### src/rtl/pst_pkg.sv
package pst_pkg;

  localparam int TIMER_BITS_DEF = 27;
  localparam int CFG_W          = 27;
  localparam int TOD_W          = 27;
  localparam int REQ_W          = 3;
  localparam int MODE_W         = 3;
  localparam int CFG_IDX_W      = 3;

  localparam int DAY_MS            = 86400000;
  localparam int FILTER_WAIT_MS    = 2000;
  localparam int SOLAR_WAIT_MS     = 1000;
  localparam int SOLAR_FALLBACK_MS = 900000;

  localparam logic [CFG_W-1:0] RST_FILTER_ON_MS     = CFG_W'(3600000);
  localparam logic [CFG_W-1:0] RST_FILTER_PERIOD_MS = CFG_W'(14400000);
  localparam logic [CFG_W-1:0] RST_SOLAR_ON_MS      = CFG_W'(70000);
  localparam logic [CFG_W-1:0] RST_SOLAR_PERIOD_MS  = CFG_W'(900000);
  localparam logic [CFG_W-1:0] RST_DAY_START_MS     = CFG_W'(28800000);
  localparam logic [CFG_W-1:0] RST_NIGHT_START_MS   = CFG_W'(75600000);
  localparam logic [TOD_W-1:0] RST_TOD_MS           = TOD_W'(32400000);

  // Request codes.
  localparam logic [REQ_W-1:0] REQ_TICK        = 3'd0;
  localparam logic [REQ_W-1:0] REQ_SET_TIME    = 3'd1;
  localparam logic [REQ_W-1:0] REQ_FORCE_OFF   = 3'd2;
  localparam logic [REQ_W-1:0] REQ_FORCE_ON    = 3'd3;
  localparam logic [REQ_W-1:0] REQ_FORCE_SOLAR = 3'd4;

  // Configuration register indexes.
  localparam logic [CFG_IDX_W-1:0] CFG_FILTER_ON     = 3'd0;
  localparam logic [CFG_IDX_W-1:0] CFG_FILTER_PERIOD = 3'd1;
  localparam logic [CFG_IDX_W-1:0] CFG_SOLAR_ON      = 3'd2;
  localparam logic [CFG_IDX_W-1:0] CFG_SOLAR_PERIOD  = 3'd3;
  localparam logic [CFG_IDX_W-1:0] CFG_DAY_START     = 3'd4;
  localparam logic [CFG_IDX_W-1:0] CFG_NIGHT_START   = 3'd5;

  // Filter machine states.
  localparam logic [MODE_W-1:0] FM_INIT  = 3'd0;
  localparam logic [MODE_W-1:0] FM_WAIT  = 3'd1;
  localparam logic [MODE_W-1:0] FM_RUN   = 3'd2;
  localparam logic [MODE_W-1:0] FM_NIGHT = 3'd3;
  localparam logic [MODE_W-1:0] FM_FON   = 3'd4;
  localparam logic [MODE_W-1:0] FM_FOFF  = 3'd5;

  // Solar machine states.
  localparam logic [MODE_W-1:0] SM_INIT  = 3'd0;
  localparam logic [MODE_W-1:0] SM_WAIT  = 3'd1;
  localparam logic [MODE_W-1:0] SM_RUN   = 3'd2;
  localparam logic [MODE_W-1:0] SM_NIGHT = 3'd3;
  localparam logic [MODE_W-1:0] SM_FORCE = 3'd4;

  // Decoded request for the pump machines, qualified by the item moving on.
  typedef struct packed {
    logic tick;
    logic force_off;
    logic force_on;
    logic force_solar;
    logic night;
  } pst_ctl_t;

endpackage

### src/rtl/pst_filter.sv
module pst_filter import pst_pkg::*; #(
  parameter int TIMER_BITS = TIMER_BITS_DEF
) (
  input  logic              clk,
  input  logic              rst_n,
  input  pst_ctl_t          ctl,
  input  logic [CFG_W-1:0]  value,
  input  logic [CFG_W-1:0]  on_ms,
  input  logic [CFG_W-1:0]  period_ms,
  output logic              relay_nxt,
  output logic [MODE_W-1:0] mode_nxt
);

  localparam int TB = TIMER_BITS;

  logic [MODE_W-1:0] st_r, prev_r, st_nxt, prev_nxt;
  logic [TB-1:0]     cyc_r, cyc_nxt;
  logic [TB-1:0]     foff_r, foff_nxt;
  logic [TB-1:0]     fon_r, fon_nxt;
  logic [TB-1:0]     roff_r, roff_nxt;
  logic              drv_r, drv_nxt;
  logic              entry;

  assign entry = (st_r != prev_r);

  always_comb begin
    st_nxt   = st_r;
    prev_nxt = prev_r;
    cyc_nxt  = cyc_r;
    foff_nxt = foff_r;
    fon_nxt  = fon_r;
    roff_nxt = roff_r;
    drv_nxt  = drv_r;
    if (ctl.tick) begin
      // Counters advance first, then the machine looks at the new values.
      if (roff_r != '0) begin
        roff_nxt = roff_r - TB'(1);
        if (roff_r == TB'(1)) begin
          drv_nxt = 1'b0;
        end
      end
      cyc_nxt  = (cyc_r != '0) ? cyc_r - TB'(1) : '0;
      foff_nxt = (foff_r != '0) ? foff_r - TB'(1) : '0;
      fon_nxt  = (fon_r != '0) ? fon_r - TB'(1) : '0;
      prev_nxt = st_r;
      case (st_r)
        FM_INIT: begin
          st_nxt = FM_WAIT;
        end
        FM_WAIT: begin
          if (entry) begin
            cyc_nxt = TB'(FILTER_WAIT_MS);
          end
          if (cyc_nxt == '0) begin
            st_nxt = FM_RUN;
          end
        end
        FM_RUN: begin
          if (entry) begin
            cyc_nxt = '0;
          end
          if (cyc_nxt == '0) begin
            cyc_nxt = TB'(period_ms);
            drv_nxt = 1'b1;
            if (on_ms != '0) begin
              roff_nxt = TB'(on_ms);
            end
          end
          if (foff_nxt != '0) begin
            st_nxt = FM_FOFF;
          end else if (fon_nxt != '0) begin
            st_nxt = FM_FON;
          end else if (ctl.night) begin
            st_nxt = FM_NIGHT;
          end
        end
        FM_NIGHT: begin
          if (entry) begin
            drv_nxt = 1'b0;
          end
          if (foff_nxt != '0) begin
            st_nxt = FM_FOFF;
          end else if (fon_nxt != '0) begin
            st_nxt = FM_FON;
          end else if (!ctl.night) begin
            st_nxt = FM_RUN;
          end
        end
        FM_FON: begin
          if (entry) begin
            drv_nxt = 1'b1;
            if (fon_nxt != '0) begin
              roff_nxt = fon_nxt;
            end
          end
          if (fon_nxt == '0) begin
            st_nxt = ctl.night ? FM_NIGHT : FM_RUN;
          end
        end
        FM_FOFF: begin
          if (entry) begin
            drv_nxt = 1'b0;
          end
          if (foff_nxt == '0) begin
            st_nxt = ctl.night ? FM_NIGHT : FM_RUN;
          end
        end
        default: begin
        end
      endcase
    end else if (ctl.force_off) begin
      foff_nxt = TB'(value);
      fon_nxt  = '0;
    end else if (ctl.force_on) begin
      fon_nxt  = TB'(value);
      foff_nxt = '0;
    end
  end

  always_ff @(posedge clk) begin
    if (!rst_n) begin
      st_r   <= FM_INIT;
      prev_r <= FM_INIT;
      cyc_r  <= '0;
      foff_r <= '0;
      fon_r  <= '0;
      roff_r <= '0;
      drv_r  <= 1'b0;
    end else begin
      st_r   <= st_nxt;
      prev_r <= prev_nxt;
      cyc_r  <= cyc_nxt;
      foff_r <= foff_nxt;
      fon_r  <= fon_nxt;
      roff_r <= roff_nxt;
      drv_r  <= drv_nxt;
    end
  end

  assign relay_nxt = drv_nxt;
  assign mode_nxt  = st_nxt;

endmodule

### config.mk
export PLATFORM = sky130hd
export DESIGN_NAME = pst_filter
export DESIGN_NICKNAME = d
export VERILOG_FILES = /design/src/rtl/pst_pkg.sv /design/src/rtl/pst_filter.sv
export SDC_FILE = /design/constraint.sdc
export NUM_CORES = 1
export LEC_CHECK = 0
export BUFFER_PORTS_ARGS = -buffer_cell sky130_fd_sc_hd__buf_2
export CORE_UTILIZATION = 55
export DETAILED_ROUTE_END_ITERATION = 7
export MAX_ROUTING_LAYER = met4
export PLACE_DENSITY = 0.75
export RECOVER_POWER = 100
export SLEW_MARGIN = 30
export SYNTH_ARGS = -nofsm -noshare
export SYNTH_HDL_FRONTEND = slang
export SYNTH_SLANG_ARGS = --single-unit
### constraint.sdc
create_clock -name clk -period 5.4 [get_ports clk]
set_clock_uncertainty 0.05 [all_clocks]
set_input_delay 0.27 -clock clk [delete_from_list [all_inputs] [get_ports clk]]
set_output_delay 0.27 -clock clk [all_outputs]
set_load 0.005 [all_outputs]
Yosys cells after proc, flatten, opt, wreduce, memory -nomap -nowiden
Cells that the tools add are included.
- output and inout port bits: 4
- input bits: 88
- register bits after elaboration: 115
- logic and storage cells: 74
- $add $sub $neg: 4
- multiplexer cells: 42
- reduce and logical (&&, ||, !) cells: 14
- equal/unequal tests: 7
- operators by type and width (kind ; count):
    $mux W27 ; 21
    $reduce_bool A27 Y1 ; 7
    $logic_not A27 Y1 ; 4
    $pmux W27 S2 ; 2
    $sub A27 B1 Y27 const B ; 4
    $mux W3 ; 10
    $eq A27 B1 Y1 const B ; 1
    $pmux W3 S6 ; 1
    $mux W1 ; 7
    $eq A3 B2 Y1 const B ; 2
    $eq A3 B3 Y1 const B ; 2
    $eq A3 B1 Y1 const B ; 1
    $logic_not A3 Y1 ; 1
    $ne A3 B3 Y1 ; 1
    $pmux W1 S3 ; 1
    $reduce_bool A3 Y1 ; 1
    $reduce_or A2 Y1 ; 1

Logic depth before layout (Yosys ltp)
Gate-level depths: netlist of run 1.
- word-level depth: 9
- depth in mapped cells: 14
- depth with buffers taken out: 11

Worst setup path before layout of run 1
No wires, ideal clock.
- kind: register to output
- start: reg fon_r[0]
- end: out mode_nxt[1]
- cell stages (with the launch flop): 14
- path slack: 1.723 ns
- required time: 5.080 ns
- arrival: 3.357 ns
- buffers on the path: 2
- cells stage by stage: dfxtp_1 > clkbuf_1 > inv_1 > ha_1 > clkbuf_1 > or3b_2 > o31ai_1 > nand3b_1 > or4_1 > nor4_4 > or2_1 > a21oi_1 > or3_1 > a21oi_1
- cells in the longest elaborated chain, start to end: 7
- elaborated cells on any way between the ends: 12
- classes of those cells: add/sub (1); mux (8); reduce/logical (3)
- ends and longest elaborated chain (what ; RTL line ; RTL):
    start: declaration ; pst_filter.sv:19 ; logic [TB-1:0] fon_r, fon_nxt;
    start signal: assignment ; pst_filter.sv:134 ; fon_r <= fon_nxt;
    $sub A27 B1 Y27 or $reduce_bool A27 Y1 (tied branches) ; pst_filter.sv:44 ; fon_nxt = (fon_r != '0) ? fon_r - TB'(1) : '0;
    $mux W27 (*) ; pst_filter.sv:44 ;
    $reduce_bool A27 Y1 ; pst_filter.sv:71, pst_filter.sv:83 ;
    $mux W3 (on tied branches) ; pst_filter.sv:83, pst_filter.sv:71 ;
    $mux W3 (on tied branches) ; pst_filter.sv:81, pst_filter.sv:69 ;
    $pmux W3 S6 (*) ; pst_filter.sv:46 ; case (st_r)
    $mux W3 (*) ; pst_filter.sv:34 ; if (ctl.tick) begin
    end: declaration ; pst_filter.sv:11 ; output logic [MODE_W-1:0] mode_nxt
Every way passes the cells marked *; elsewhere a longest branch is shown, timed or not.

Worst setup path in the final report of run 1
- start: reg cyc_r[6]
- end: reg cyc_r[26]
- cells in the longest elaborated chain, start to end: 8
- elaborated cells on any way between the ends: 12
- classes of those cells: add/sub (1); mux (9); reduce/logical (2)
- ends and longest elaborated chain (what ; RTL line ; RTL):
    start: declaration ; pst_filter.sv:17 ; logic [TB-1:0] cyc_r, cyc_nxt;
    start signal: assignment ; pst_filter.sv:132 ; cyc_r <= cyc_nxt;
    $sub A27 B1 Y27 or $reduce_bool A27 Y1 (tied branches) ; pst_filter.sv:42 ; cyc_nxt = (cyc_r != '0) ? cyc_r - TB'(1) : '0;
    $mux W27 (*) ; pst_filter.sv:42 ;
    $mux W27 ; pst_filter.sv:59 ; if (entry) begin
    $mux W27 ; pst_filter.sv:46 ;
    $mux W27 ; pst_filter.sv:34 ;
    $logic_not A27 Y1 ; pst_filter.sv:62 ; if (cyc_nxt == '0) begin
    $mux W27 ; pst_filter.sv:62 ;
    $pmux W27 S2 (*) ; pst_filter.sv:46 ;
Every way passes the cells marked *; elsewhere a longest branch is shown, timed or not. The select of a mux whose other input is x is not followed.
A chain may end at the register's enable or synchronous reset.

==> summary.txt, run 1 <==
slowest cell delay on critical path: 830 ps
fraction of the yosys area taken by sequential cells: 0.270
final setup fails: 0
vias in the first global route: 8408
Area Growth Syn to Fin: 11.5%
Synth cell types: 87
synthesized area: 8530 µm²
Gate Count Post-Synth: 1142
PD cells: 402 nW/µm²
Initial DRC Count: 1057
clock buffer depth: 2
Crit Path Class: register to register
failing checks: capacitance limit, slew limit
dpl hpwl: 19200 µm
dominant synthesized flop cell: dfxtp_1
Worst EP required: 5700 ps
FP Rows: 45
post-route clock period utilization: 0.873
Seq cells post-synth: 115
post-route insts no fill: 1380
Hold-fix buffers, CTS: 0
dpl cells: 1349
# resized after CTS: 0
worst-path fanout max: 20
area of the core: 15100 µm²
leakage: 0.00358 µW
yosys warns: 0
WHS: 34.2 ps
Post-CTS Setup Bufs: 0
fill count: 1390
initial core utilization: 0.563
full die area: 16000 µm²
Post-DRT Antenna Nets: 0
CTS Buf Count: 17
GRT Util Overall: 0.351
clock transition at the registers of the reported paths: 50 ps
drt total wl: 27200 µm
syn_area_per_cell: 7.47 µm²
area share of the largest cell type after synthesis: 0.270
final net count: 1276
largest net degree at the start of global routing: 63
Post-synth EDFFs: 0
Synth area leader: dfxtp_1
Critical path buffers and inverters: 2
GR Overflow Total: 0
CTS root buf: clkbuf_16
I/O pins: 92
sequential cell area: 2300 µm²
endpoint type of the worst setup path: register
Antenna Cells: 0
Worst slew margin: -0.327
post-layout min period: 4720 ps
clock sinks: 115
delay-heaviest family, CP: simple AND/OR/NAND/NOR gates
Mapped Nets: 1238
via count: 9296
RSZ-0062 raised after global routing: no
footprint of the multi-input gates: 5710 µm²
initial antenna violation count: 0
Slowest-stage cell, CP: and2_1
status: complete, but fails checks
Synth area leaders: dfxtp_1 27%, nor2_1 6.5%, o21ai_0 5.2%
Pre-antenna DRT Iters: 6
gpl congestion: 0.981
H-tree Lvls: 4
Hold Crit Class: input pin to register
DIE WIDTH: 127 µm
first-pass GRT wire length: 43300 µm
Slew @ Worst Pin: 1990 ps
crit start category: register
max frequency: 212 MHz
crit path cell chain: nor4_2 > nand3_1 > o31a_1 > nor4_1 > nand4_1 > a21oi_1 > clkbuf_1 > and2_1 > clkbuf_1 > nand3_1 > a21oi_1
most common cell in the synthesized netlist: nor2_1
DRC: 0
Max-Cap Viols: 1
final core occ: 0.628
Post-synth top cells: 148 x nor2_1, 115 x dfxtp_1, 88 x o21ai_0
Max IR drop VDD: 0.000252 V
pins over their slew limit: 50
Fin. Hold Viols: 0
layout cell share with drive strength beyond 1: 0.147
CTS tree: yes
Clock Latency Late Sink: 420 ps
Buffers on Ports: 90
wire per inst: 19.7 µm
Die Y: 127 µm
Setup TNS: 0 ps
vias per cell: 6.74
Async SR Flop Fraction: 0
critical path arrival: 5020 ps
-- layout by cell type, fill, tap and decap left out, drive strengths merged, types with 15 or more instances in the layout --
| master | n |
|---|---|
| or2 | 15 |
| dfxtp | 115 |
| nor4 | 48 |
| a21oi | 68 |
| nand2 | 75 |
| or3 | 15 |
| o21ai | 90 |
| inv | 24 |
| nor3b | 15 |
| nand3 | 40 |
| nor2 | 149 |
| clkbuf | 30 |
| buf | 98 |
| nor3 | 57 |
| nand2b | 17 |
| a22oi | 16 |
| or4 | 20 |
| xor2 | 21 |
| nand4 | 16 |
| xnor2 | 27 |
| a221oi | 38 |
| mux2i | 18 |
-- worst min-delay path, stage by stage --
cell,delay (ps)
buf_2,90
nand2_1,40
a21oi_1,50
-- state kept, by name, indices dropped and copies added (netlist names) --
register and count:
drv_r 1, cyc_r 27, fon_r 27, st_r 3
prev_r 3, foff_r 27, roff_r 27
-- final timing paths --
kind                       from         to  slack [ps]  depth (start not counted)
setup reg to reg       cyc_r[6]  cyc_r[26]         680                         11
setup / recovery       cyc_r[6]  cyc_r[26]         680                         11
hold reg to reg       roff_r[4]  roff_r[4]         420                          2
hold / removal    period_ms[23]  cyc_r[23]          30                          3
-- logic make-up (layout without fill, tap and decap cells) --
family	Yosys count	in the layout	share of synthesized area
xor gates and xnor gates	48	48	0.0493
and+or+nand+nor	512	512	0.320
muxes	20	20	0.0238
AOI/OAI and AO/OA	329	329	0.269
DFF	115	115	0.270
adders and majority gates	8	8	0.0117
buffers and inverters	110	160	0.0567
-- metrics by stage --
step	area, µm²	total power [µW]	setup slack, ps
floorplan	8530	2260	1720
CTS	9570	3810	819
global route	9520	4040	312
detailed placement	8940	2590	1270
finish	9520	3830	684
global placement	8940	2580	1310
-- routing by layer --
layer,up-vias,part of all wire,routed length (µm),global-route usage
met2,505,0.45,12200,0.537
met4,0,0.037,1010,0.148
met1,4336,0.43,11600,0.452
met3,69,0.087,2370,0.0692
met5,-,0,0,-
li1,4386,-,-,-
-- power breakdown --
group / switching (µW) / internal (µW) / total [µW]
combinational: 883 / 580 / 1460
clock: 420 / 795 / 1220
sequential: 182 / 968 / 1150
-- layout make-up --
class                      instances  area share
clock inverter                     8      0.0129
tap                              188      0.0247
inverter                          24     0.00947
timing repair buffer             105      0.0575
clock buffer                      23      0.0534
sequential                       115       0.242
multi-input combinational        917       0.600
No activity file was read; power rests on OpenSTA's default activity.
==> run 2: changes to the inputs <==
--- a/config.mk
+++ b/config.mk
@@ -6,10 +6,12 @@
 export NUM_CORES = 1
 export LEC_CHECK = 0
+export ABC_AREA = 1
 export BUFFER_PORTS_ARGS = -buffer_cell sky130_fd_sc_hd__buf_2
 export CORE_UTILIZATION = 55
 export DETAILED_ROUTE_END_ITERATION = 7
 export MAX_ROUTING_LAYER = met4
-export PLACE_DENSITY = 0.75
+export PLACE_DENSITY = 0.74
 export RECOVER_POWER = 100
+export SKIP_CTS_REPAIR_TIMING = 1
 export SLEW_MARGIN = 30
 export SYNTH_ARGS = -nofsm -noshare
==> constraint.sdc (replaced) <==
create_clock -name clk -period 5.4 [get_ports clk]
set_clock_uncertainty 0.05 [all_clocks]
set_input_delay 0.81 -clock clk [delete_from_list [all_inputs] [get_ports clk]]
set_output_delay 0.81 -clock clk [all_outputs]
set_load 0.005 [all_outputs]
==> run 2 against run 1 <==
  * Global-route usage is 1.2 points higher
  * Die area is 23% higher
  * Via count is 34% higher
  * Sequential share of layout area is 4.2 points lower
  * The flow still finishes with violations (capacitance limit, slew limit)
  * Sequential power is 10% lower
  * Routed wire length is 27% higher
  * Cell count is 54% higher
  * Register-to-register slack worse by 30 ps
==> summary.txt, run 2 <==
status: complete, but fails checks (unchanged)
failing checks: capacitance limit, slew limit (unchanged)
via count: 12400 (was 9296)
Post-synth top cells: 469 x nand2_1, 307 x nor2_1, 203 x inv_1 (was 148 x nor2_1, 115 x dfxtp_1, 88 x o21ai_0)
Area Growth Syn to Fin: 9.46% (was 11.5%)
drt total wl: 34400 µm (was 27200 µm)
Synth cell types: 43 (was 87)
DRC: 0 (unchanged)
dominant synthesized flop cell: dfxtp_1 (unchanged)
switching share of power: 0.422 (was 0.388)
FP Rows: 50 (was 45)
Clock power frac: 0.328 (was 0.317)
largest net degree at the start of global routing: 84 (was 63)
worst-path fanout max: 38 (was 20)
Max IR drop VDD: 0.000246 V (was 0.000252 V)
Initial DRC Count: 1293 (was 1057)
worst reg2reg path endpoint: roff_r[18] (was cyc_r[26])
initial core utilization: 0.561 (was 0.563)
Fin. Hold Viols: 0 (unchanged)
post-layout min period: 4860 ps (was 4720 ps)
Combinational Power Share: 0.399 (was 0.382)
clock buffer depth: 2 (unchanged)
Mapped Nets: 1942 (was 1238)
gpl congestion: 1.01 (was 0.981)
PD cells: 329 nW/µm² (was 402 nW/µm²)
Min-Delay Endpoint: foff_r[0] (was cyc_r[23])
Clock Latency Late Sink: 430 ps (was 420 ps)
RSZ-0062 raised after global routing: no (unchanged)
Hold Crit Class: register to register (was input pin to register)
P_int: 2190 µW (was 2340 µW)
Post-synth EDFFs: 0 (unchanged)
origin of the critical flop-to-flop path: cyc_r[0] (was cyc_r[6])
critical path arrival: 4000 ps (was 5020 ps)
Antenna Cells: 0 (unchanged)
most frequent cells in the layout: 470 x nand2_1, 309 x nor2_1, 202 x inv_1 (was 148 x nor2_1, 115 x dfxtp_1, 89 x o21ai_0)
Synth area leaders: dfxtp_1 22%, nand2_1 17%, nor2_1 11% (was dfxtp_1 27%, nor2_1 6.5%, o21ai_0 5.2%)
Die Y: 140 µm (was 127 µm)
vias in the first global route: 11100 (was 8408)
synthesized area: 10500 µm² (was 8530 µm²)
fraction of the yosys area taken by sequential cells: 0.219 (was 0.270)
min-delay src: foff_r[0] (was period_ms[23])
fill count: 1928 (was 1390)
Max-Cap Viols: 2 (was 1)
area share of the largest cell type after synthesis: 0.219 (was 0.270)
footprint of the multi-input gates: 6930 µm² (was 5710 µm²)
CTS tree: yes (unchanged)
wire per inst: 16.1 µm (was 19.7 µm)
clock sinks: 115 (unchanged)
final setup fails: 0 (unchanged)
Setup TNS: 0 ps (unchanged)
Buffers on Ports: 90 (unchanged)
DIE WIDTH: 140 µm (was 127 µm)
leakage: 0.00565 µW (was 0.00358 µW)
dpl hpwl: 25000 µm (was 19200 µm)
Async SR Flop Fraction: 0 (unchanged)
yosys warns: 0 (unchanged)
crit start category: register (unchanged)
full die area: 19700 µm² (was 16000 µm²)
Seq pwr share: 0.272 (was 0.300)
I/O pins: 92 (unchanged)
NetSw: 1600 µW (was 1490 µW)
Pre-antenna DRT Iters: 6 (unchanged)
post-route clock period utilization: 0.900 (was 0.873)
H-tree Lvls: 4 (unchanged)
most common cell in the synthesized netlist: nand2_1 (was nor2_1)
GRT Util Overall: 0.364 (was 0.351)
initial antenna violation count: 0 (unchanged)
GR Overflow Total: 0 (unchanged)
sequential cell area: 2300 µm² (unchanged)
R2R Setup Slk: 650 ps (was 680 ps)
Design Power: 3780 µW (was 3830 µW)
Gate Count Post-Synth: 1846 (was 1142)
endpoint type of the worst setup path: output pin (was register)
Crit Path Class: register to output pin (was register to register)
Seq cells post-synth: 115 (unchanged)
syn_area_per_cell: 5.69 µm² (was 7.47 µm²)
clock transition at the registers of the reported paths: 60 ps (was 50 ps)
CTS Buf Count: 17 (unchanged)
final net count: 1982 (was 1276)
Worst slew margin: -0.252 (was -0.327)
R2R cell count: 16 (was 11)
Hold Crit Depth: 2 (was 3)
Slew @ Worst Pin: 1870 ps (was 1990 ps)
first-pass GRT wire length: 55600 µm (was 43300 µm)
area of the core: 18700 µm² (was 15100 µm²)
Worst EP required: 4540 ps (was 5700 ps)
CTS root buf: clkbuf_16 (unchanged)
vias per cell: 5.84 (was 6.74)
Synth area leader: dfxtp_1 (unchanged)
max frequency: 206 MHz (was 212 MHz)
Post-DRT Antenna Nets: 0 (unchanged)
layout cell share with drive strength beyond 1: 0.101 (was 0.147)
commonest non-fill, non-tap cell in the layout: nand2_1 (was nor2_1)
pins over their slew limit: 108 (was 50)
[run 2: area by class of cell]
class	count	area share
Clock inverter	12	0.0158
Sequential cell	115	0.200
Timing Repair Buffer	102	0.0467
Multi-Input combinational cell	1437	0.603
Inverter	213	0.0698
Tap cell	234	0.0255
Clock buffer	19	0.0394
[run 2: worst max path at each step]
stage | startpoint | to
2_1_floorplan | cyc_r[0] | relay_nxt
3_3_place_gp | cyc_r[0] | mode_nxt[0]
3_5_place_dp | cyc_r[0] | mode_nxt[0]
4_1_cts | cyc_r[0] | mode_nxt[0]
5_1_grt | cyc_r[0] | mode_nxt[0]
6_report | cyc_r[0] | mode_nxt[0]
[run 2: cell families after synthesis]
kind of cell / Yosys count / synth area share
simple gates: 1087 / 0.450
compound gates: 300 / 0.173
buf+inv: 294 / 0.113
flops: 115 / 0.219
xor+xnor: 42 / 0.0350
fa+ha+maj: 8 / 0.00953
[run 2: per-stage QoR]
step | instance area [µm²] | hold slack [ps] | util | setup WS, ps | std cells
after detailed placement | 11000 | 435 | 0.586 | 1240 | 2101
after CTS | 11600 | 447 | 0.620 | 731 | 2132
final | 11500 | 448 | 0.615 | 540 | 2132
after global placement | 11000 | 429 | 0.586 | 1290 | 2101
after floorplan | 10500 | 416 | - | 2400 | 1846
after global routing | 11500 | 480 | 0.615 | 256 | 2132
[run 2: critical path, cell delays in order (launching register included)]
cell and delay [ps]:
dfxtp_1 310, inv_1 160, ha_1 260, inv_1 60
nor2_1 80, nand3_1 70, nor2_1 130, nand3_2 650
nand4_1 500, nand2_1 100, nor2_1 110, nand2_1 60
nor2_1 420, nand3_1 130, nand2_1 90, nand2_1 50
nor2_1 80, nand2_1 50, nand2_1 80, inv_1 60
buf_2 120
[run 2: layer usage]
layer / wire length [µm] / global-route usage / vias up
met2: 15300 / 0.565 / 555
met5: 0 / - / -
li1: - / - / 6164
met3: 2570 / 0.0485 / 71
met1: 15700 / 0.487 / 5651
met4: 800 / 0.116 / 0
[run 2: power groups by stage]
| stage | logic (µW) | clock network, µW | registers [µW] |
|---|---|---|---|
| 2_1_floorplan | 1170 | 0 | 1010 |
| 3_3_place_gp | 1470 | 0 | 1040 |
| 3_5_place_dp | 1490 | 0 | 1040 |
| 4_1_cts | 1500 | 1250 | 1030 |
| 5_1_grt | 1690 | 1290 | 1040 |
| 6_report | 1510 | 1240 | 1030 |
==> run 3: changes to the inputs <==
Settings changed: BUFFER_PORTS_ARGS -buffer_cell sky130_fd_sc_hd__buf_2 to -buffer_cell sky130_fd_sc_hd__buf_4, SLEW_MARGIN 30 to 20.
==> run 3 against run 2 <==
  * The run still ends with capacitance limit, slew limit left
  * Combinational power about the same
  * Worst setup slack lost 1.0 ps
  * Register-to-register slack gained 60 ps
  * Critical endpoint unchanged
  * Worst hold slack worse by 5.1 ps
  * Sequential cell count did not move
  * Critical path depth stayed put
  * Routed wire length up 2.7%
  * Sequential power about the same
==> summary.txt, run 3 (same netlist as run 2, synthesis figures left out) <==
slowest cell delay on critical path: 640 ps (was 650 ps)
Post-DRT Antenna Nets: 0 (unchanged)
GRT Util Overall: 0.375 (was 0.364)
failing checks: capacitance limit, slew limit (unchanged)
Hold Crit Depth: 2 (unchanged)
DIE WIDTH: 140 µm (unchanged)
gpl congestion: 0.977 (was 1.01)
Slowest-stage cell, CP: nand3_2 (unchanged)
Setup TNS: 0 ps (unchanged)
Met1 Routed Length: 15900 µm (was 15700 µm)
first-pass GRT wire length: 57300 µm (was 55600 µm)
crit path cell chain: inv_1 > ha_1 > inv_1 > nor2_1 > nand3_1 > nor2_1 > nand3_2 > nand4_1 > nand2_1 > nor2_1 > nand2_1 > nor2_1 > nand3_1 > nand2_1 > nand2_1 > nor2_1 > nand2_1 > nand2_1 > inv_1 > clkbuf_4 (was inv_1 > ha_1 > inv_1 > nor2_1 > nand3_1 > nor2_1 > nand3_2 > nand4_1 > nand2_1 > nor2_1 > nand2_1 > nor2_1 > nand3_1 > nand2_1 > nand2_1 > nor2_1 > nand2_1 > nand2_1 > inv_1 > buf_2)
initial antenna violation count: 0 (unchanged)
vias in the first global route: 11200 (was 11100)
Min-Delay Endpoint: foff_r[0] (unchanged)
final setup fails: 0 (unchanged)
min-delay src: foff_r[0] (unchanged)
switching share of power: 0.437 (was 0.422)
Crit Path Class: register to output pin (unchanged)
dpl hpwl: 25600 µm (was 25000 µm)
Combinational Power Share: 0.418 (was 0.399)
Fin. Hold Viols: 0 (unchanged)
P_int: 2070 µW (was 2190 µW)
most frequent cells in the layout: 469 x nand2_1, 310 x nor2_1, 202 x inv_1 (was 470 x nand2_1, 309 x nor2_1, 202 x inv_1)
Antenna Cells: 0 (unchanged)
pre-CTS setup slack: 1230 ps (was 1240 ps)
CTS Buf Count: 17 (unchanged)
clock buffer depth: 2 (unchanged)
Seq pwr share: 0.281 (was 0.272)
layout cell share with drive strength beyond 1: 0.100 (was 0.101)
GR Overflow Total: 0 (unchanged)
endpoint type of the worst setup path: output pin (unchanged)
Hold Crit Class: register to register (unchanged)
post-route clock period utilization: 0.900 (about the same)
final net count: 1983 (was 1982)
PD cells: 315 nW/µm² (was 329 nW/µm²)
Pre-antenna DRT Iters: 6 (unchanged)
initial core utilization: 0.561 (unchanged)
routed length on met2: 15700 µm (was 15300 µm)
Buffers on Ports: 90 (unchanged)
Max IR drop VDD: 0.000256 V (was 0.000246 V)
critical path arrival: 4000 ps (about the same)
Area Growth Syn to Fin: 10.9% (was 9.46%)
delay-heaviest family, CP: simple AND/OR/NAND/NOR gates (unchanged)
area of the core: 18700 µm² (unchanged)
Worst EP required: 4540 ps (about the same)
I/O pins: 92 (unchanged)
Slew @ Worst Pin: 2260 ps (was 1870 ps)
worst-path fanout max: 38 (unchanged)
Clock Latency Late Sink: 430 ps (about the same)
Worst slew margin: -0.514 (was -0.252)
Worst path depth: 20 (unchanged)
status: complete, but fails checks (unchanged)
met3 routed WL: 2940 µm (was 2570 µm)
Initial DRC Count: 1185 (was 1293)
vias per cell: 5.85 (was 5.84)
Critical path buffers and inverters: 4 (unchanged)
drt total wl: 35300 µm (was 34400 µm)
top layer in use: met4 (unchanged)
CTS tree: yes (unchanged)
DRC: 0 (unchanged)
RSZ-0062 raised after global routing: no (unchanged)
origin of the critical flop-to-flop path: cyc_r[0] (unchanged)
NetSw: 1600 µW (about the same)
Clock power frac: 0.301 (was 0.328)
final worst slack: 539 ps (was 540 ps)
clock sinks: 115 (unchanged)
leakage: 0.00571 µW (was 0.00565 µW)
full die area: 19700 µm² (unchanged)
wire per inst: 16.5 µm (was 16.1 µm)
Die Y: 140 µm (unchanged)
max frequency: 206 MHz (about the same)
pins over their slew limit: 33 (was 108)
CTS root buf: clkbuf_16 (unchanged)
post-layout min period: 4860 ps (about the same)
FP Rows: 50 (unchanged)
commonest non-fill, non-tap cell in the layout: nand2_1 (unchanged)
H-tree Lvls: 4 (unchanged)
most used cell, CP: nand2_1 (unchanged)
via count: 12500 (was 12400)
Max-Cap Viols: 1 (was 2)
largest net degree at the start of global routing: 74 (was 84)
R2R cell count: 20 (was 16)
worst reg2reg path endpoint: roff_r[0] (was roff_r[18])
clock transition at the registers of the reported paths: 60 ps (about the same)
crit start category: register (unchanged)
R2R Setup Slk: 710 ps (was 650 ps)
[run 3: changes by cell type in the layout (fill, tap and decap cells not counted), moves of 2 or more]
cell	change
a21oi_1	+3
bufinv_16	-3
buf_2	-88
clkbuf_4	+3
a21oi_2	-3
nor2_4	-2
buf_4	+86
clkinv_2	+3
[run 3: worst max-delay path by stage]
stage	endpoint	slack, ps	start
2_1_floorplan	relay_nxt	2400	cyc_r[0]
3_3_place_gp	mode_nxt[0]	1280	cyc_r[0]
3_5_place_dp	mode_nxt[0]	1230	cyc_r[0]
4_1_cts	mode_nxt[0]	720	cyc_r[0]
5_1_grt	roff_r[0]	210	cyc_r[0]
6_report	mode_nxt[0]	540	cyc_r[0]
[run 3: metrics by stage]
stage	hold slack (ps)	std cells	instance area [µm²]	utilization	total power, µW
3_3_place_gp	429	2102	11200	0.599	2550
5_1_grt	475	2134	11600	0.623	3910
6_report	442	2134	11600	0.623	3670
3_5_place_dp	433	2102	11200	0.599	2570
4_1_cts	442	2134	11800	0.629	3680
2_1_floorplan	416	1846	10500	-	2180
[run 3: metal layers]
layer | up-vias | global-route usage
li1 | 6163 | -
met1 | 5711 | 0.508
met2 | 550 | 0.568
met3 | 60 | 0.0526
met4 | 0 | 0.130
met5 | - | -
[run 3: area by class of cell]
type | instances | area [µm²]
fillers | 1957 | 7060
multi-input cells | 1437 | 6910
flip-flops and latches | 115 | 2300
inverters | 213 | 800
repair buffers | 103 | 779
clock buffers | 20 | 457
well taps | 234 | 293
clock inverters | 12 | 108
[run 3: power by group through the flow]
stage	combinational, µW	clock (µW)	sequential [µW]
after floorplan	1170	0	1010
after global placement	1500	0	1040
after detailed placement	1520	0	1040
after CTS	1530	1120	1030
after global routing	1720	1150	1040
final	1540	1110	1030
[run 3: tightest hold or removal path, stage by stage, from the launching register on]
cell     delay [ps]
dfxtp_1         310
nand2_1          60
a31oi_1          70
